### src/hdl/u16u8_pkg.sv
`timescale 1ns / 1ps
// Shared types and constants of the UTF-16LE to UTF-8 transcoder.
// Depends on nothing; every other file of the block but u16u8_ifs uses it.
package u16u8_pkg;

    localparam logic [15:0] MAX_BYTES_RESET = 16'd255;
    localparam int          QUEUE_DEPTH_DEF = 2;
    localparam int          MAX_SEQ_BYTES   = 6;

    localparam logic [5:0]  HIGH_SURR_TAG   = 6'b110110;
    localparam logic [5:0]  LOW_SURR_TAG    = 6'b110111;

    localparam logic [7:0]  LEAD_2          = 8'hC0;
    localparam logic [7:0]  LEAD_3          = 8'hE0;
    localparam logic [7:0]  LEAD_4          = 8'hF0;
    localparam logic [7:0]  CONT_MARK       = 8'h80;

    typedef logic [2:0][7:0] bytes3_t;

    typedef struct packed {
        logic [MAX_SEQ_BYTES-1:0][7:0] data;
        logic [2:0]                    nbytes;
        logic                          end_rec;
        logic [15:0]                   count;
    } entry_t;

    typedef struct packed {
        logic full;
        logic empty;
    } q_status_t;

endpackage

### src/hdl/u16u8_ifs.sv
`timescale 1ns / 1ps
// Channel interfaces of the transcoder: code units in, results out, register writes.
// Depends on nothing.
interface u16u8_unit_if;
    logic        valid;
    logic        ready;
    logic [15:0] code_unit;
    logic        last_unit;
    modport source (output valid, code_unit, last_unit, input ready);
    modport sink   (input valid, code_unit, last_unit, output ready);
endinterface

interface u16u8_result_if;
    logic        valid;
    logic        ready;
    logic [7:0]  out_byte;
    logic        end_record;
    logic [15:0] byte_count;
    logic        last_of_item;
    modport source (output valid, out_byte, end_record, byte_count, last_of_item, input ready);
    modport sink   (input valid, out_byte, end_record, byte_count, last_of_item, output ready);
endinterface

interface u16u8_cfg_if;
    logic        valid;
    logic        ready;
    logic [15:0] max_bytes;
    modport source (output valid, max_bytes, input ready);
    modport sink   (input valid, max_bytes, output ready);
endinterface

### src/hdl/utf16le_to_utf8_transcoder.sv
`timescale 1ns / 1ps
// Top level of the UTF-16LE to UTF-8 transcoder: capacity register, front end, queue, back end.
// Depends on u16u8_pkg, u16u8_ifs, u16u8_front, u16u8_queue and u16u8_back.

// A code unit word is taken in every cycle while the internal queue has room; it is turned into
// at most one entry in that cycle and the back end sends the entry's results at one result word
// per cycle while results.ready is high. A word gives as many result words as its entry holds:
// one to three for a character of the basic plane, four for a surrogate pair, up to seven when a
// held high surrogate is flushed together with the next character and an end record.
// Sustained throughput is one result word per cycle while results.ready is high, set by the
// output side. The first result of a word is registered in a queue slot and then in the back
// end's current entry before it is presented. Writes to max_bytes are always accepted.
module utf16le_to_utf8_transcoder #(
    parameter int QUEUE_DEPTH = u16u8_pkg::QUEUE_DEPTH_DEF
) (
    input  logic           clk,
    input  logic           rst_n,
    u16u8_unit_if.sink     units,
    u16u8_result_if.source results,
    u16u8_cfg_if.sink      cfg
);

    logic [15:0]          max_bytes_reg;
    logic                 push, pop;
    u16u8_pkg::entry_t    wr_entry, head;
    u16u8_pkg::q_status_t q_stat;

    assign cfg.ready = 1'b1;

    always_ff @(posedge clk or negedge rst_n)
    begin
        if (!rst_n) begin
            max_bytes_reg <= u16u8_pkg::MAX_BYTES_RESET;
        end else if (cfg.valid && cfg.ready) begin
            max_bytes_reg <= cfg.max_bytes;
        end
    end

    u16u8_front u_front (
        .clk       (clk),
        .rst_n     (rst_n),
        .units     (units),
        .max_bytes (max_bytes_reg),
        .q_stat    (q_stat),
        .push      (push),
        .entry     (wr_entry)
    );

    u16u8_queue #(
        .DEPTH (QUEUE_DEPTH)
    ) u_queue (
        .clk      (clk),
        .rst_n    (rst_n),
        .push     (push),
        .wr_entry (wr_entry),
        .pop      (pop),
        .rd_entry (head),
        .stat     (q_stat)
    );

    u16u8_back u_back (
        .clk     (clk),
        .rst_n   (rst_n),
        .q_stat  (q_stat),
        .head    (head),
        .pop     (pop),
        .results (results)
    );

endmodule

### src/hdl/u16u8_front.sv
`timescale 1ns / 1ps
// Front end: accepts code units, pairs surrogates, checks capacity and builds at most one queue entry per unit.
// Depends on u16u8_pkg and u16u8_ifs.
module u16u8_front (
    input  logic                 clk,
    input  logic                 rst_n,
    u16u8_unit_if.sink           units,
    input  logic [15:0]          max_bytes,
    input  u16u8_pkg::q_status_t q_stat,
    output logic                 push,
    output u16u8_pkg::entry_t    entry
);

    function automatic u16u8_pkg::bytes3_t enc_bmp(input logic [15:0] cp);
        u16u8_pkg::bytes3_t b;
        b = '0;
        if (cp[15:7] == 9'd0) begin
            b[0] = cp[7:0];
        end else if (cp[15:11] == 5'd0) begin
            b[0] = u16u8_pkg::LEAD_2 | {3'b000, cp[10:6]};
            b[1] = u16u8_pkg::CONT_MARK | {2'b00, cp[5:0]};
        end else begin
            b[0] = u16u8_pkg::LEAD_3 | {4'b0000, cp[15:12]};
            b[1] = u16u8_pkg::CONT_MARK | {2'b00, cp[11:6]};
            b[2] = u16u8_pkg::CONT_MARK | {2'b00, cp[5:0]};
        end
        return b;
    endfunction

    logic [15:0] pend_hi_reg, pend_hi_next;
    logic        pend_v_reg, pend_v_next;
    logic [15:0] wc_reg, wc_next;
    logic        stop_reg, stop_next;

    logic        accept;
    logic [15:0] u;
    logic        is_hi_u, is_lo_u;
    logic [1:0]  len_u;
    logic [16:0] wc_p3, wc_p4, wc_base, wc_u;
    logic        fit3, fit4, fit_u, after_hi;
    logic [20:0] sur_cp;
    u16u8_pkg::bytes3_t hi_bytes, u_bytes;

    assign u        = units.code_unit;
    assign accept   = units.valid && units.ready;
    assign units.ready = !q_stat.full;

    assign is_hi_u  = (u[15:10] == u16u8_pkg::HIGH_SURR_TAG);
    assign is_lo_u  = (u[15:10] == u16u8_pkg::LOW_SURR_TAG);
    assign len_u    = (u[15:7] == 9'd0) ? 2'd1 : ((u[15:11] == 5'd0) ? 2'd2 : 2'd3);

    assign wc_p3    = {1'b0, wc_reg} + 17'd3;
    assign wc_p4    = {1'b0, wc_reg} + 17'd4;
    assign fit3     = (wc_p3 <= {1'b0, max_bytes});
    assign fit4     = (wc_p4 <= {1'b0, max_bytes});
    assign after_hi = !stop_reg && pend_v_reg && !is_lo_u && fit3;
    assign wc_base  = after_hi ? wc_p3 : {1'b0, wc_reg};
    assign wc_u     = wc_base + {15'd0, len_u};
    assign fit_u    = (wc_u <= {1'b0, max_bytes});

    assign sur_cp   = {1'b0, pend_hi_reg[9:0], u[9:0]} + 21'h10000;
    assign hi_bytes = enc_bmp(pend_hi_reg);
    assign u_bytes  = enc_bmp(u);

    always_comb
    begin
        logic do_unit;
        pend_hi_next = pend_hi_reg;
        pend_v_next  = pend_v_reg;
        wc_next      = wc_reg;
        stop_next    = stop_reg;
        entry        = '0;
        do_unit      = 1'b0;
        if (!stop_reg) begin
            if (pend_v_reg) begin
                pend_v_next = 1'b0;
                if (is_lo_u) begin
                    if (fit4) begin
                        entry.data[0] = u16u8_pkg::LEAD_4 | {5'd0, sur_cp[20:18]};
                        entry.data[1] = u16u8_pkg::CONT_MARK | {2'b00, sur_cp[17:12]};
                        entry.data[2] = u16u8_pkg::CONT_MARK | {2'b00, sur_cp[11:6]};
                        entry.data[3] = u16u8_pkg::CONT_MARK | {2'b00, sur_cp[5:0]};
                        entry.nbytes  = 3'd4;
                        wc_next       = wc_p4[15:0];
                    end else begin
                        stop_next = 1'b1;
                    end
                end else if (fit3) begin
                    entry.data[0] = hi_bytes[0];
                    entry.data[1] = hi_bytes[1];
                    entry.data[2] = hi_bytes[2];
                    entry.nbytes  = 3'd3;
                    wc_next       = wc_p3[15:0];
                    do_unit       = 1'b1;
                end else begin
                    stop_next = 1'b1;
                end
            end else begin
                do_unit = 1'b1;
            end
        end
        if (do_unit) begin
            if (u == 16'd0) begin
                stop_next   = 1'b1;
                pend_v_next = 1'b0;
            end else if (is_hi_u && !units.last_unit) begin
                pend_hi_next = u;
                pend_v_next  = 1'b1;
            end else if (fit_u) begin
                if (after_hi) begin
                    entry.data[3] = u_bytes[0];
                    entry.data[4] = u_bytes[1];
                    entry.data[5] = u_bytes[2];
                end else begin
                    entry.data[0] = u_bytes[0];
                    entry.data[1] = u_bytes[1];
                    entry.data[2] = u_bytes[2];
                end
                entry.nbytes = entry.nbytes + {1'b0, len_u};
                wc_next      = wc_u[15:0];
            end else begin
                stop_next   = 1'b1;
                pend_v_next = 1'b0;
            end
        end
        if (units.last_unit) begin
            entry.end_rec = 1'b1;
            entry.count   = wc_next;
            pend_hi_next  = '0;
            pend_v_next   = 1'b0;
            wc_next       = '0;
            stop_next     = 1'b0;
        end
    end

    assign push = accept && ((entry.nbytes != 3'd0) || entry.end_rec);

    always_ff @(posedge clk or negedge rst_n)
    begin
        if (!rst_n) begin
            pend_hi_reg <= '0;
            pend_v_reg  <= 1'b0;
            wc_reg      <= '0;
            stop_reg    <= 1'b0;
        end else if (accept) begin
            pend_hi_reg <= pend_hi_next;
            pend_v_reg  <= pend_v_next;
            wc_reg      <= wc_next;
            stop_reg    <= stop_next;
        end
    end

    // A held unit is always a high surrogate.
    a_pend_is_high: assert property (@(posedge clk) disable iff (!rst_n)
        pend_v_reg |-> (pend_hi_reg[15:10] == u16u8_pkg::HIGH_SURR_TAG))
        else $error("held unit is not a high surrogate");

    a_stop_no_pend: assert property (@(posedge clk) disable iff (!rst_n)
        stop_reg |-> !pend_v_reg)
        else $error("unit held after conversion stopped");

    // The final word of a string clears all string state.
    a_last_clears: assert property (@(posedge clk) disable iff (!rst_n)
        (accept && units.last_unit) |=> (wc_reg == 16'd0 && !stop_reg && !pend_v_reg))
        else $error("string state not cleared after last word");

endmodule

### src/hdl/u16u8_queue.sv
`timescale 1ns / 1ps
// Small first-in first-out queue of entries between the front and back ends.
// Depends on u16u8_pkg.
module u16u8_queue #(
    parameter int DEPTH = u16u8_pkg::QUEUE_DEPTH_DEF
) (
    input  logic                 clk,
    input  logic                 rst_n,
    input  logic                 push,
    input  u16u8_pkg::entry_t    wr_entry,
    input  logic                 pop,
    output u16u8_pkg::entry_t    rd_entry,
    output u16u8_pkg::q_status_t stat
);

    localparam int PTR_W = (DEPTH > 1) ? $clog2(DEPTH) : 1;
    localparam int CNT_W = $clog2(DEPTH + 1);

    u16u8_pkg::entry_t slots_reg [DEPTH];
    logic [PTR_W-1:0]  wr_ptr_reg, wr_ptr_next;
    logic [PTR_W-1:0]  rd_ptr_reg, rd_ptr_next;
    logic [CNT_W-1:0]  cnt_reg, cnt_next;

    assign stat.full  = (cnt_reg == CNT_W'(DEPTH));
    assign stat.empty = (cnt_reg == '0);
    assign rd_entry   = slots_reg[rd_ptr_reg];

    always_comb
    begin
        wr_ptr_next = wr_ptr_reg;
        rd_ptr_next = rd_ptr_reg;
        cnt_next    = cnt_reg;
        if (push) begin
            wr_ptr_next = (wr_ptr_reg == PTR_W'(DEPTH - 1)) ? '0 : wr_ptr_reg + 1'b1;
        end
        if (pop) begin
            rd_ptr_next = (rd_ptr_reg == PTR_W'(DEPTH - 1)) ? '0 : rd_ptr_reg + 1'b1;
        end
        if (push && !pop) begin
            cnt_next = cnt_reg + 1'b1;
        end else if (pop && !push) begin
            cnt_next = cnt_reg - 1'b1;
        end
    end

    always_ff @(posedge clk or negedge rst_n)
    begin
        if (!rst_n) begin
            wr_ptr_reg <= '0;
            rd_ptr_reg <= '0;
            cnt_reg    <= '0;
        end else begin
            wr_ptr_reg <= wr_ptr_next;
            rd_ptr_reg <= rd_ptr_next;
            cnt_reg    <= cnt_next;
        end
    end

    always_ff @(posedge clk)
    begin
        if (push) begin
            slots_reg[wr_ptr_reg] <= wr_entry;
        end
    end

endmodule

### src/hdl/u16u8_back.sv
`timescale 1ns / 1ps
// Back end: takes entries from the queue and sends their results one word per cycle while results.ready is high.
// Depends on u16u8_pkg and u16u8_ifs.
module u16u8_back (
    input  logic                 clk,
    input  logic                 rst_n,
    input  u16u8_pkg::q_status_t q_stat,
    input  u16u8_pkg::entry_t    head,
    output logic                 pop,
    u16u8_result_if.source       results
);

    u16u8_pkg::entry_t cur_reg, cur_next;
    logic              cur_v_reg, cur_v_next;
    logic [2:0]        idx_reg, idx_next;

    logic [2:0] total;
    logic       fire, last_res;

    assign total    = cur_reg.nbytes + {2'b00, cur_reg.end_rec};
    assign fire     = results.valid && results.ready;
    assign last_res = (idx_reg == total - 3'd1);
    assign pop      = !q_stat.empty && (!cur_v_reg || (fire && last_res));

    always_comb
    begin
        results.valid        = cur_v_reg;
        results.out_byte     = '0;
        results.end_record   = 1'b0;
        results.byte_count   = '0;
        results.last_of_item = last_res;
        if (idx_reg < cur_reg.nbytes) begin
            results.out_byte = cur_reg.data[idx_reg];
        end else begin
            results.end_record = 1'b1;
            results.byte_count = cur_reg.count;
        end
    end

    always_comb
    begin
        cur_next   = cur_reg;
        cur_v_next = cur_v_reg;
        idx_next   = idx_reg;
        if (fire) begin
            idx_next = idx_reg + 3'd1;
            if (last_res) begin
                cur_v_next = 1'b0;
                idx_next   = '0;
            end
        end
        if (pop) begin
            cur_next   = head;
            cur_v_next = 1'b1;
            idx_next   = '0;
        end
    end

    always_ff @(posedge clk or negedge rst_n)
    begin
        if (!rst_n) begin
            cur_v_reg <= 1'b0;
            idx_reg   <= '0;
        end else begin
            cur_v_reg <= cur_v_next;
            idx_reg   <= idx_next;
        end
    end

    always_ff @(posedge clk)
    begin
        cur_reg <= cur_next;
    end

    a_idx_in_range: assert property (@(posedge clk) disable iff (!rst_n)
        cur_v_reg |-> (idx_reg < total))
        else $error("result index past end of entry");

    // The end record closes the results of its word.
    a_end_is_last: assert property (@(posedge clk) disable iff (!rst_n)
        (results.valid && results.end_record) |-> results.last_of_item)
        else $error("end record not marked last");

    a_pop_nonempty: assert property (@(posedge clk) disable iff (!rst_n)
        pop |-> !q_stat.empty)
        else $error("entry taken from empty queue");

endmodule

### src/flat_wrapper.sv
// flat-port wrapper written by rule: the top's interface ports become plain ports
module utf16le_to_utf8_transcoder_flat 
#(
    parameter int QUEUE_DEPTH = u16u8_pkg::QUEUE_DEPTH_DEF
)
  (clk, rst_n, units_valid, units_code_unit, units_last_unit, units_ready, results_valid, results_out_byte, results_end_record, results_byte_count, results_last_of_item, results_ready, cfg_valid, cfg_max_bytes, cfg_ready);
  u16u8_unit_if units_i ();
  u16u8_result_if results_i ();
  u16u8_cfg_if cfg_i ();
  input  logic clk;
  input  logic rst_n;
  input wire logic [$bits(units_i.valid)-1:0] units_valid;
  input wire logic [$bits(units_i.code_unit)-1:0] units_code_unit;
  input wire logic [$bits(units_i.last_unit)-1:0] units_last_unit;
  output wire logic [$bits(units_i.ready)-1:0] units_ready;
  output wire logic [$bits(results_i.valid)-1:0] results_valid;
  output wire logic [$bits(results_i.out_byte)-1:0] results_out_byte;
  output wire logic [$bits(results_i.end_record)-1:0] results_end_record;
  output wire logic [$bits(results_i.byte_count)-1:0] results_byte_count;
  output wire logic [$bits(results_i.last_of_item)-1:0] results_last_of_item;
  input wire logic [$bits(results_i.ready)-1:0] results_ready;
  input wire logic [$bits(cfg_i.valid)-1:0] cfg_valid;
  input wire logic [$bits(cfg_i.max_bytes)-1:0] cfg_max_bytes;
  output wire logic [$bits(cfg_i.ready)-1:0] cfg_ready;
  assign units_i.valid = units_valid;
  assign units_i.code_unit = units_code_unit;
  assign units_i.last_unit = units_last_unit;
  assign units_ready = units_i.ready;
  assign results_valid = results_i.valid;
  assign results_out_byte = results_i.out_byte;
  assign results_end_record = results_i.end_record;
  assign results_byte_count = results_i.byte_count;
  assign results_last_of_item = results_i.last_of_item;
  assign results_i.ready = results_ready;
  assign cfg_i.valid = cfg_valid;
  assign cfg_i.max_bytes = cfg_max_bytes;
  assign cfg_ready = cfg_i.ready;
  utf16le_to_utf8_transcoder #(.QUEUE_DEPTH(QUEUE_DEPTH)) u_core (.clk(clk), .rst_n(rst_n), .units(units_i), .results(results_i), .cfg(cfg_i));
endmodule
### config.mk
export PLATFORM = sky130hd
export DESIGN_NAME = utf16le_to_utf8_transcoder_flat
export DESIGN_NICKNAME = d
export VERILOG_FILES = /design/src/hdl/u16u8_pkg.sv /design/src/hdl/u16u8_ifs.sv /design/src/hdl/utf16le_to_utf8_transcoder.sv /design/src/hdl/u16u8_front.sv /design/src/hdl/u16u8_queue.sv /design/src/hdl/u16u8_back.sv /design/src/flat_wrapper.sv
export SDC_FILE = /design/constraint.sdc
export NUM_CORES = 1
export LEC_CHECK = 0
export ABC_AREA = 1
export BUFFER_PORTS_ARGS = -buffer_cell sky130_fd_sc_hd__clkbuf_2
export CAP_MARGIN = 15
export CORE_MARGIN = 3
export CORE_UTILIZATION = 60
export DETAILED_ROUTE_END_ITERATION = 10
export PLACE_DENSITY = 0.75
export REMOVE_ABC_BUFFERS = 1
export SYNTH_ARGS = -nofsm -noshare
export SYNTH_HDL_FRONTEND = slang
export SYNTH_SLANG_ARGS = --single-unit
### constraint.sdc
create_clock -name clk -period 15 [get_ports clk]
set_clock_uncertainty 0.15 [all_clocks]
set_input_delay 3 -clock clk [delete_from_list [all_inputs] [get_ports clk]]
set_output_delay 3 -clock clk [all_outputs]
set_load 0.01 [all_outputs]
* Word level (Yosys, flattened, before mapping)
Memory sizes are Yosys's and may differ from the RTL's. A register that Yosys moved wholly into a read port is not among the register bits. Cells that the tools add are included.
Storage, ports and cells: memories kept 1, register bits after elaboration 58, bits of input ports 38, bits in writable memories 136
Cells by class: reductions and logical operators 35, magnitude comparators 5, $add $sub $neg 12, multiplexer cells 75, equal/unequal tests 5
Memory list:
- u_core.u_queue.slots_reg | words 2, bits a word 68, rd ports 1, clocked after memory_dff 1, write ports 1, RTL line u16u8_queue.sv:19 | u16u8_pkg::entry_t slots_reg [DEPTH];
Operators with widths (count):
- 16-bit two-way mux | 17
- 51-bit two-way mux | 4
- 35-bit two-way mux | 3
- 8-bit two-way mux | 7
- 27-bit two-way mux | 2
- 17-bit by 16-bit <= comparator with 1-bit output | 3
- 24-bit two-way mux | 2
- 17-bit two-way mux | 2
- 1-bit two-way mux | 29
- 14-bit two-way mux | 2
- 8-bit binary-select mux with 3-bit select | 1
- 20-bit by 17-bit adder with 21-bit output (second input constant) | 1
- 9-bit zero test | 2
- 16-bit by 2-bit adder with 17-bit output (second input constant) | 1
- 16-bit by 3-bit adder with 17-bit output (second input constant) | 1
- 17-bit by 2-bit adder with 17-bit output | 1
- 16-bit zero test | 1
- 6-bit equality test (second input constant) | 2
- 1-bit logical AND | 11
- 5-bit zero test | 2
- 2-bit nonzero test | 5
- 3-bit two-way mux | 3
- 1-bit zero test | 8
- 2-bit two-way mux | 3
- 17 further kinds | 19

* Logic depth before layout (Yosys ltp)
Gate-level depths: netlist (run 1).
depth in word-level cells 19, mapped depth 52, mapped depth without buffers 50

* Cells and area by module
From an unflattened synthesis (run 1), not the netlist that was laid out.
Unflattened totals: cells, all modules 1508, area, all modules 14729.1 sq um
Modules (own cells, without submodules):
- u16u8_front | cells an instance 939, area each 5815.6 sq um, instances 1, seq. area each 850.8 sq um
- u16u8_queue | cells an instance 237, area each 5156.2 sq um, instances 1, seq. area each 4184.0 sq um
- u16u8_back | cells an instance 262, area each 3091.7 sq um, instances 1, seq. area each 2142.1 sq um
- utf16le_to_utf8_transcoder | cells an instance 70, area each 665.6 sq um, instances 1, seq. area each 410.4 sq um

* Worst setup path before layout (run 1)
Ideal clock, no wire load.
kind input-to-reg, start point input port units_code_unit[11], end point memory u_core.u_queue.slots_reg[1][0] in the netlist's numbering, enable pin, data arrival time 9700 ps, stages 28, path buffers 0, setup slack 4664 ps, required time 14364 ps, path through or4_1 > nor2_1 > inv_1 > nor2_1 > inv_1 > ha_1 > inv_1 > fa_1 > inv_1 > nand3_2 > nor2_4 > nand2_1 > xor2_1 > inv_1 > ha_1 > a21oi_1 > nor2_1 > a211oi_1 > nand2_1 > nand2_1 > a21boi_0 > o22ai_1 > nand4_1 > nand2_1 > nand2_1 > nand3_1 > nand2_1 > nor2_1
Between the ends: word-level cells in the longest chain between the ends 16, elaborated cells on any way between the ends 30
Ends and longest elaborated chain:
- from (decl) | RTL line flat_wrapper.sv:13 | input wire logic [$bits(units_i.code_unit)-1:0] units_code_unit;
- 6-bit equality test | RTL line u16u8_front.sv:49 | assign is_lo_u = (u[15:10] == u16u8_pkg::LOW_SURR_TAG);
- 1-bit zero test | RTL line u16u8_front.sv:56 | assign after_hi = !stop_reg && pend_v_reg && !is_lo_u && fit3;
- 1-bit logical AND (2 in a row) | RTL line u16u8_front.sv:56
- 17-bit two-way mux | RTL line u16u8_front.sv:57 | assign wc_base = after_hi ? wc_p3 : {1'b0, wc_reg};
- 17-bit by 2-bit adder with 17-bit output | RTL line u16u8_front.sv:58 | assign wc_u = wc_base + {15'd0, len_u};
- 17-bit by 16-bit <= comparator with 1-bit output | RTL line u16u8_front.sv:59 | assign fit_u = (wc_u <= {1'b0, max_bytes});
- 51-bit two-way mux | RTL line u16u8_front.sv:109 | end else if (fit_u) begin
- 51-bit two-way mux | RTL line u16u8_front.sv:106 | end else if (is_hi_u && !units.last_unit) begin
- 51-bit two-way mux | RTL line u16u8_front.sv:103 | if (u == 16'd0) begin
- 51-bit two-way mux (*) | RTL line u16u8_front.sv:102 | if (do_unit) begin
- 3-bit nonzero test (*) | RTL line u16u8_front.sv:136 | assign push = accept && ((entry.nbytes != 3'd0) || entry.end_rec);
- 1-bit logical OR (*) | RTL line u16u8_front.sv:136
- 1-bit logical AND (*) | RTL line u16u8_front.sv:136
- 1-bit two-way mux (*) | RTL line u16u8_queue.sv:61 | if (push) begin
- 1-bit two-way mux (implied by the code) (*) | RTL line u16u8_queue.sv:62 | slots_reg[wr_ptr_reg] <= wr_entry;
- to (decl) | RTL line u16u8_queue.sv:19
Mark *: on every way between the ends. The rest lies on a longest branch, timed or not.

* Worst setup path in the final report (run 1)
start point input port units_code_unit[13], end point memory u_core.u_queue.slots_reg[1][52] in the netlist's numbering, enable pin
Same word-level chain as after synthesis.

==> impl_results.md, run 1 <==
- Outcome: finished clean
- Cts bufs inserted: 26
- Die height: between 150 and 200 um
- TritonCTS clock tree: yes
- Hold_sp: u_core.u_queue.cnt_reg[0]$_DFFE_PN0P_
- Drt total wl: roughly 35 mm
- CP max stage cell: nor2_4
- Sequential share of the synthesized area: 0.524
- Maximum root-to-sink buffer count: 3
- Initial antenna violation count: 0
- Final Hold Fails: 0
- Critical Path RT: approximately 15 ns
- CTS H-tree depth: 1
- DR vias: between 10000 and 15000
- Worst-Skew Late Latency: 0.54 ns
- Area Growth Syn to Fin: 10.3%
- Area leader, netlist: edfxtp_1
- Critical path origin: units_code_unit[13]
- CTS Sinks: 250
- Fmax: around 0.11 GHz
- Synth Cell Area: between 0.01 and 0.015 sq mm
- 1st-iter DRT viols: ~1300
- Worst path max stage delay: about 0.68 ns
- Pin count of the biggest net entering global routing: 67
- Power Dens Cells: approximately 180 mW/mm^2
- Yosys top cell area share: 0.418
- Synth Warn #: 0
- Post-CTS resize count: 0
- Critical Path Sink Type: register
- First-pass GRT wire length: 55.2 mm
- Area of the core region: 0.0222 sq mm
- Max Cap Viol: 0
- Post-synth top cells: nand2_1, edfxtp_1, inv_1, nor2_1, o21ai_0
- Reg2reg start: u_core.u_front.wc_reg[3]$_DFFE_PN0P_
- Synth Register Bits: 250
- Crit share post-route: 0.630
- Crit path arrival time: ~9.5 ns
- Clock slew at reported path FFs: ~0.060 ns
- Async set-reset flop share out of synthesis: 0.232
- Most common cell in the netlist: nand2_1
- Share of layout cells above drive strength 1: 0.163
- CP startpoint kind: input pin
- DIE WIDTH: between 150 and 200 um
- Vias in the first global route: a little under 10000
- Distinct cells, synth: 58
- CP max FO: 37
- Total GRT Usage: 0.286
- Worst hold path type: register to register
- Final GP Congestion: 1.03
- Min cycle time layout: 9.45 ns
- Post-synth EDFFs: between 150 and 200
- Synth Flop Type: edfxtp_1
- Worst Setup Path Type: input pin to register
- RSZ-0062 raised after global routing: no
- Leakage power: between 6 and 7 nW
- FP Rows: 54
- Die area: between 0.02 and 0.025 sq mm
- Postcts setup bufs: 0
- Slew margin rel.: 0.395
- Post-DP HPWL: 25.6 mm
- Fin worst setup slack: between 5 and 6 ns
- Nets@finish: roughly 1600
- Ant diodes: 0
- Max reg flops: about 130
- Total design power: 2.75 mW
- Post-CTS Hold Buffers: 0
- Max-slew violation count: 0
- Slew of the pin with the lowest slew margin: 0.907 ns
- Synth area leaders: edfxtp_1, dfrtp_1, nand2_1
- First-pass DRT Iterations: 5
- Post-route ant nets: 0
- I/O pin count: between 60 and 70
- Place WS: slightly above 5 ns
- Cell mode on critical path: nand2_1
- Cell count after synthesis: 1419
- Port bufs: 65
- Routed vias/inst: a little under 6
- Setup TNS: 0 ns
- GRT overflow: 0
- Clock root cell: clkbuf_16
- Drt wl/cell: 19.9 um
- Residual DRC: 0
- Initial core utilization: 0.621
- Maximum VDD drop: 0.107 mV
- Synth Area per Inst: 9.72 sq um
- Setup Viol. Count Final: 0
## metal layers
metal  vias to the layer above  track usage  wire length (um)
li1                       4970            -                 -
met1                      4942        0.437             16400
met2                       413        0.440             15300
met3                        71       0.0432              2640
met4                         0       0.0591               783
met5                         -            0                 0
## placed cells by master, fill, tap and decap left out, types with 37 or more instances in the layout
cell and instances:
nand2_1 245, edfxtp_1 192, inv_1 172, nor2_1 138, o21ai_0 100, mux2_2 66
clkbuf_2 65, a21oi_1 61, ha_1 60, dfrtp_1 49, xor2_1 37
## power by group
part	switching (mW)	internal (mW)
Clock	0.280	0.395
Combinational	0.653	0.328
Sequential	0.0807	1.01
Total	1.01	1.73
## per-stage QoR
stage           util  cells  instance area [sq um]  hold WS (ns)
3_5_place_dp   0.644   1721                  14300         0.327
3_3_place_gp   0.644   1721                  14300         0.313
2_1_floorplan      -   1366                  13500         0.292
5_1_grt        0.685   1769                  15200         0.373
6_report       0.685   1769                  15200         0.354
4_1_cts        0.685   1769                  15200         0.356
## final cells by class
type / instances / area, sq um
Tap cell: 280 / 350
Inverter: 182 / 686
Sequential cell: 250 / 7230
Fill cell: 1712 / 7000
Multi-Input combinational cell: 934 / 5650
Timing Repair Buffer: 75 / 400
Clock buffer: 28 / 658
Clock inverter: 20 / 255
## final timing paths
check / endpoint / cells after the start / slack, ns
worst min register to register: u_core.u_queue.cnt_reg[0]$_DFFE_PN0P_ / 1 / 0.35
max in group asynchronous: u_core.max_bytes_reg[10]$_DFFE_PN0P_ / 2 / 11.64
worst max register to register: u_core.u_queue.slots_reg[1][52]$_DFFE_PP_ / 42 / 6.26
worst max-delay path: u_core.u_queue.slots_reg[1][52]$_DFFE_PP_ / 33 / 5.55
min in group asynchronous: u_core.u_back.idx_reg[2]$_DFFE_PN0P_ / 2 / 2.48
worst min-delay path: u_core.u_queue.cnt_reg[0]$_DFFE_PN0P_ / 1 / 0.35
## cells by family (layout without fill, tap and decap cells)
family / count (synthesis) / after routing / synth area share
compound gates: 258 / 258 / 0.109
xor+xnor: 44 / 44 / 0.0279
fa+ha+maj: 62 / 62 / 0.0573
buf+inv: 235 / 305 / 0.0685
flops: 250 / 250 / 0.524
mux: 67 / 67 / 0.0546
other cells: 1 / 1 / 0.000272
simple gates: 502 / 502 / 0.158
## critical path: cells and delay by family
kind,cells,cell delay [ns]
fa+ha+maj,3,0.83
compound gates,4,1.01
buf+inv,8,1.24
simple gates,16,2.87
xor+xnor,2,0.43
Note: power is estimated with default switching activity, not from simulation.
==> run 2: changes to the inputs <==
--- a/config.mk
+++ b/config.mk
@@ -9,9 +9,9 @@
 export BUFFER_PORTS_ARGS = -buffer_cell sky130_fd_sc_hd__clkbuf_2
 export CAP_MARGIN = 15
 export CORE_MARGIN = 3
-export CORE_UTILIZATION = 60
+export CORE_UTILIZATION = 56
 export DETAILED_ROUTE_END_ITERATION = 10
-export PLACE_DENSITY = 0.75
+export PLACE_DENSITY = 0.74
 export REMOVE_ABC_BUFFERS = 1
 export SYNTH_ARGS = -nofsm -noshare
 export SYNTH_HDL_FRONTEND = slang
==> constraint.sdc (replaced) <==
create_clock -name clk -period 8.5 [get_ports clk]
set_clock_uncertainty 0.15 [all_clocks]
set_input_delay 1.7 -clock clk [delete_from_list [all_inputs] [get_ports clk]]
set_output_delay 1.7 -clock clk [all_outputs]
set_load 0.01 [all_outputs]
==> run 2 against run 1 <==
  * Via count grew 1.5%
  * Core utilization shrank 4.4 points
  * Sequential power rose by 77%
  * Highest routed layer is now met5
  * Critical endpoint is now u_core.u_queue.cnt_reg[1]$_DFFE_PN0P_
  * Flip-flop and latch count stayed put
  * Register-to-register slack got worse by 5.5 ns
  * Hold slack about the same
  * Critical path depth is 13 higher
  * First-iteration DRC count decreased by 20%
  * Clock power is 61% higher
==> impl_results.md, run 2 (synthesis results as in run 1) <==
- GRT overflow: 0
- Pin count of the biggest net entering global routing: 67
- Final cell count without fillers: around 1800
- Hold_ws: approximately 0.35 ns
- Crit share post-route: 0.906
- Initial antenna violation count: 1
- Critical path origin: u_core.u_front.wc_reg[3]$_DFFE_PN0P_
- Commonest non-fill, non-tap cells in the layout: nand2_1, edfxtp_1, inv_1, nor2_1, o21ai_0
- CP max stage cell: dfrtp_1
- FP Rows: 56
- P_sw: about 1.8 mW
- Worst Setup Path Type: register to register
- Share of layout cells above drive strength 1: 0.171
- Placed cell count: between 1500 and 2000
- Maximum root-to-sink buffer count: 3
- Power Dens Cells: 313 mW/mm^2
- Drt total wl: between 30 and 40 mm
- Cts bufs inserted: 26
- Port bufs: 65
- Vias in the first global route: between 10000 and 15000
- Worst hold path type: register to register
- DR vias: approximately 11000
- Residual DRC: 0
- Setup Viol. Count Final: 0
- Post-route ant nets: 0
- Final Hold Fails: 0
- Hold depth: 1
- Max-slew violation count: 0
- Clock root cell: clkbuf_16
- Slew of the pin with the lowest slew margin: 1.15 ns
- Critical Path RT: roughly 8.8 ns
- Sw Ratio: 0.374
- Cell mode on critical path: nand2_1
- 1st-iter DRT viols: about 1000
- Clock power frac: 0.227
- Area Growth Syn to Fin: 10.7%
- Slew margin rel.: 0.228
- Worst path max stage delay: 0.52 ns
- Min cycle time layout: approximately 7.7 ns
- Ant diodes: 0
- Leakage power: roughly 6.5 nW
- Fmax: approximately 0.13 GHz
- CP max FO: 24
- Post-DP HPWL: about 27 mm
- Reg2reg start: u_core.u_front.wc_reg[3]$_DFFE_PN0P_
- Area of the core region: 0.0238 sq mm
- Max reg flops: ~130
- Routed vias/inst: slightly below 6
- Total GRT Usage: 0.279
- R2R depth: 46
- Initial core utilization: 0.579
- Pint: about 3 mW
- CTS Sinks: 250
- TritonCTS clock tree: yes
- CP startpoint kind: register
- Final GP Congestion: just under 1
- Die area: around 0.027 sq mm
- Maximum VDD drop: approximately 0.25 mV
- Die height: ~160 um
- Place WS: about 0.52 ns
- I/O pin count: between 60 and 70
- Critical Path Sink Type: register
- RSZ-0062 raised after global routing: no
- Clock slew at reported path FFs: about 0.06 ns
- First-pass DRT Iterations: 5
- Logic pwr share: 0.370
- Flop pwr share: 0.403
- CTS H-tree depth: 1
- Hold_sp: u_core.u_queue.cnt_reg[1]$_DFFE_PN0P_
- First-pass GRT wire length: 57.1 mm
- Outcome: finished clean
- Max Cap Viol: 0
- Nets@finish: 1578
- Most common cell after layout, fill and taps aside: nand2_1
- Fin worst setup slack: roughly 0.80 ns
- Crit path arrival time: 7.97 ns
- Worst-Skew Late Latency: ~0.53 ns
- DIE WIDTH: around 160 um
- Drt wl/cell: ~20 um
-- run 2: area by class of cell --
type | instances | area, sq um
well taps | 319 | 399
fillers | 1938 | 8540
clock inverters | 14 | 103
clock buffers | 34 | 731
repair buffers | 84 | 472
multi-input cells | 934 | 5660
flip-flops and latches | 250 | 7230
inverters | 182 | 686
-- run 2: worst paths after layout --
check / slack (ns) / end
max: 0.80 / u_core.u_queue.cnt_reg[1]$_DFFE_PN0P_
min: 0.35 / u_core.u_queue.cnt_reg[1]$_DFFE_PN0P_
max reg2reg: 0.80 / u_core.u_queue.cnt_reg[1]$_DFFE_PN0P_
min reg2reg: 0.35 / u_core.u_queue.cnt_reg[1]$_DFFE_PN0P_
max in group asynchronous: 6.43 / u_core.u_queue.rd_ptr_reg$_DFFE_PN0P_
min in group asynchronous: 1.17 / u_core.u_back.idx_reg[0]$_DFFE_PN0P_
-- run 2: timing repair --
action / in CTS / in global routing
hold buffers: 0 / 0
setup buffers: 0 / 2
gates resized for setup: 0 / 4
endpoints found under the setup margin: 0 / 166
-- run 2: power by group through the flow --
stage	sequential [mW]	clock, mW	combinational [mW]
2_1_floorplan	1.95	0	1.12
3_3_place_gp	1.93	0	1.70
3_5_place_dp	1.94	0	1.74
4_1_cts	1.92	1.10	1.75
5_1_grt	1.95	1.15	1.95
6_report	1.93	1.09	1.77
-- run 2: routing by layer --
| layer | global-route usage | up-vias | wire, um |
|---|---|---|---|
| met2 | 0.418 | 485 | 16000 |
| li1 | - | 4986 | - |
| met5 | 0 | - | 13 |
| met3 | 0.0570 | 58 | 3530 |
| met4 | 0.0584 | 2 | 687 |
| met1 | 0.424 | 5025 | 16700 |
-- run 2: critical path: cells and delay by family, from the launching register on --
family	cells	cell delay, ns
AO/OA/AOI/OAI	5	0.67
XOR/XNOR	4	0.86
adder cells (fa/ha/maj)	6	1.74
buffers and inverters	9	0.92
flip-flops	1	0.52
AND/OR/NAND/NOR	22	2.75
-- run 2: through the flow --
step	instance area (sq um)	TNS [ns]	power (mW)	utilization
after detailed placement	14400	0	3.68	0.605
final	15300	0	4.78	0.641
after global placement	14400	0	3.63	0.605
after floorplan	13500	-77.26	3.07	-
after global routing	15300	0	5.05	0.641
after CTS	15200	0	4.78	0.640
==> run 3: changes to the inputs <==
--- a/config.mk
+++ b/config.mk
@@ -8,10 +8,12 @@
 export ABC_AREA = 1
 export BUFFER_PORTS_ARGS = -buffer_cell sky130_fd_sc_hd__clkbuf_2
 export CAP_MARGIN = 15
+export CELL_PAD_IN_SITES_DETAIL_PLACEMENT = 1
+export CELL_PAD_IN_SITES_GLOBAL_PLACEMENT = 1
 export CORE_MARGIN = 3
-export CORE_UTILIZATION = 56
+export CORE_UTILIZATION = 44
 export DETAILED_ROUTE_END_ITERATION = 10
-export PLACE_DENSITY = 0.74
+export PLACE_DENSITY = 0.73
 export REMOVE_ABC_BUFFERS = 1
 export SYNTH_ARGS = -nofsm -noshare
 export SYNTH_HDL_FRONTEND = slang
==> run 3 against run 2 <==
  * Clock-buffer cell count increased by 1
  * Highest routed layer is now met4
  * Critical endpoint is now u_core.u_queue.slots_reg[0][32]$_DFFE_PP_
  * Non-clock buffer count decreased by 2
  * Largest cell class unchanged
  * Sequential share of layout area decreased by 0.57 points
==> impl_results.md, run 3 (synthesis results as in run 1) <==
- Outcome: finished clean
- GRT overflow: 0
- Total design power: about 4.9 mW
- Clock slew at reported path FFs: approximately 0.060 ns
- Final Cell Area: about 0.015 sq mm
- Multi-input gate area: about 0.0057 sq mm
- R2r setup slk: 0.66 ns
- CP max stage cell: dfrtp_1
- Area occupied by registers: between 0.007 and 0.008 sq mm
- Total GRT Usage: 0.246
- R2R depth: 43
- Worst-Skew Late Latency: 0.55 ns
- Min cycle time layout: 7.84 ns
- First-pass DRT Iterations: 5
- Most common cell after layout, fill and taps aside: nand2_1
- CP max FO: 26
- Power Dens Cells: between 300 and 400 mW/mm^2
- Place WS: approximately 0.27 ns
- Reg2reg start: u_core.u_front.wc_reg[0]$_DFFE_PN0P_
- Max reg flops: between 100 and 150
- Critical Path RT: approximately 8.6 ns
- Final GP Congestion: about 0.95
- DIE WIDTH: around 180 um
- Hold depth: 1
- Vias in the first global route: around 11000
- Worst hold path type: register to register
- Slew margin rel.: 0.343
- DR vias: 10600
- Crit path arrival time: roughly 7.9 ns
- Critical Path Sink Type: register
- Hold_sp: u_core.u_queue.cnt_reg[1]$_DFFE_PN0P_
- First-pass GRT wire length: between 60 and 70 mm
- CP startpoint kind: register
- Crit share post-route: 0.923
- Final core utilization: 0.503
- Fin worst setup slack: around 0.66 ns
- Commonest non-fill, non-tap cells in the layout: nand2_1, edfxtp_1, inv_1, nor2_1, o21ai_0
- Max Cap Viol: 0
- I/O pin count: 67
- Initial antenna violation count: 0
- Routed vias/inst: around 5.6
- Drt total wl: 41.1 mm
- Ant diodes: 0
- Leakage power: 6.51 nW
- Port bufs: 65
- Hold EP: u_core.u_queue.cnt_reg[1]$_DFFE_PN0P_
- Cell mode on critical path: nand2_1
- FP Rows: 64
- Final Hold Fails: 0
- TritonCTS clock tree: yes
- Maximum root-to-sink buffer count: 3
- Residual DRC: 0
- Worst Setup Path Type: register to register
- Fmax: between 0.1 and 0.15 GHz
- Maximum VDD drop: 0.255 mV
- Setup Viol. Count Final: 0
- 1st-iter DRT viols: ~780
- Post-placement cell area: roughly 0.015 sq mm
- Nets@finish: approximately 1600
- Post-DP HPWL: between 30 and 40 mm
- Pin count of the biggest net entering global routing: 67
- Initial core utilization: 0.449
- FF-to-FF End: u_core.u_queue.slots_reg[0][32]$_DFFE_PP_
- Cts bufs inserted: 27
- Clock root cell: clkbuf_16
- Die area: ~0.034 sq mm
- Area Growth Syn to Fin: 12.1%
- RSZ-0062 raised after global routing: no
- Area of the core region: 0.0307 sq mm
- Post-route ant nets: 0
- CTS Sinks: 250
- Filler cell count in the final layout: around 3500
- Share of layout cells above drive strength 1: 0.168
- Max-slew violation count: 0
- CTS H-tree depth: 1
- Die height: ~180 um
- Drt wl/cell: approximately 22 um
- Slew of the pin with the lowest slew margin: slightly below 1 ns
- Worst path max stage delay: about 0.43 ns
==> run 3: cell types whose count changed in the layout (fill, tap and decap cells not counted), moves of 2 or more <==
cell,before,now
clkinv_2,7,2
clkinv_1,1,6
inv_6,2,0
buf_4,18,14
buf_12,0,3
bufinv_16,0,2
==> run 3: per-stage QoR <==
stage,TNS (ns),hold slack (ns),cells
3_3_place_gp,0,0.307,1842
3_5_place_dp,0,0.346,1842
4_1_cts,0,0.359,1891
5_1_grt,0,0.412,1893
2_1_floorplan,-77.26,0.292,1366
6_report,0,0.371,1893
==> run 3: what timing repair did <==
action	CTS	global route
hold buffers	0	0
setup buffers	0	2
resized for setup	0	7
endpoints found under the setup margin	0	220
==> run 3: cell type report <==
class / instances / share of cell area
Sequential cell: 250 / 0.467
Multi-Input combinational cell: 934 / 0.367
Clock buffer: 35 / 0.0482
Inverter: 182 / 0.0445
Tap cell: 396 / 0.0320
Timing Repair Buffer: 82 / 0.0317
Clock inverter: 14 / 0.00938
==> run 3: worst max path at each step <==
stage | slack [ns] | startpoint | to | cells past startpoint
finish | 0.66 | u_core.u_front.wc_reg[0]$_DFFE_PN0P_ | u_core.u_queue.slots_reg[0][32]$_DFFE_PP_ | 43
global route | 0.003 | u_core.u_front.wc_reg[0]$_DFFE_PN0P_ | u_core.u_queue.cnt_reg[1]$_DFFE_PN0P_ | 46
global placement | 0.64 | u_core.u_front.wc_reg[3]$_DFFE_PN0P_ | u_core.u_queue.slots_reg[0][21]$_DFFE_PP_ | 42
floorplan | -1.21 | units_code_unit[13] | u_core.u_queue.slots_reg[1][0]$_DFFE_PP_ | 30
detailed placement | 0.27 | u_core.u_front.wc_reg[3]$_DFFE_PN0P_ | u_core.u_queue.slots_reg[0][33]$_DFFE_PP_ | 43
CTS | 0.14 | u_core.u_front.wc_reg[3]$_DFFE_PN0P_ | u_core.u_queue.slots_reg[0][29]$_DFFE_PP_ | 43
==> run 3: power by group <==
group	switching [mW]	internal [mW]	leakage, nW	total (mW)
logic	1.22	0.611	3.55	1.83
clock network	0.494	0.683	0.434	1.18
registers	0.151	1.78	2.53	1.94
==> run 3: critical path, delay by kind of cell (launching register included) <==
family / cells / cell delay [ns]
XOR/XNOR: 3 / 0.74
AND/OR/NAND/NOR: 20 / 2.62
buffers and inverters: 9 / 1.21
flip-flops: 1 / 0.43
AO/OA/AOI/OAI: 6 / 0.93
adder cells (fa/ha/maj): 5 / 1.42
==> run 3: per-layer routing <==
metal / track usage / part of all wire / vias to the layer above
met5: 0 / 0 / -
met4: 0.0466 / 0.018 / 0
met3: 0.0407 / 0.062 / 56
met2: 0.395 / 0.46 / 302
met1: 0.358 / 0.46 / 5253
li1: - / - / 4973
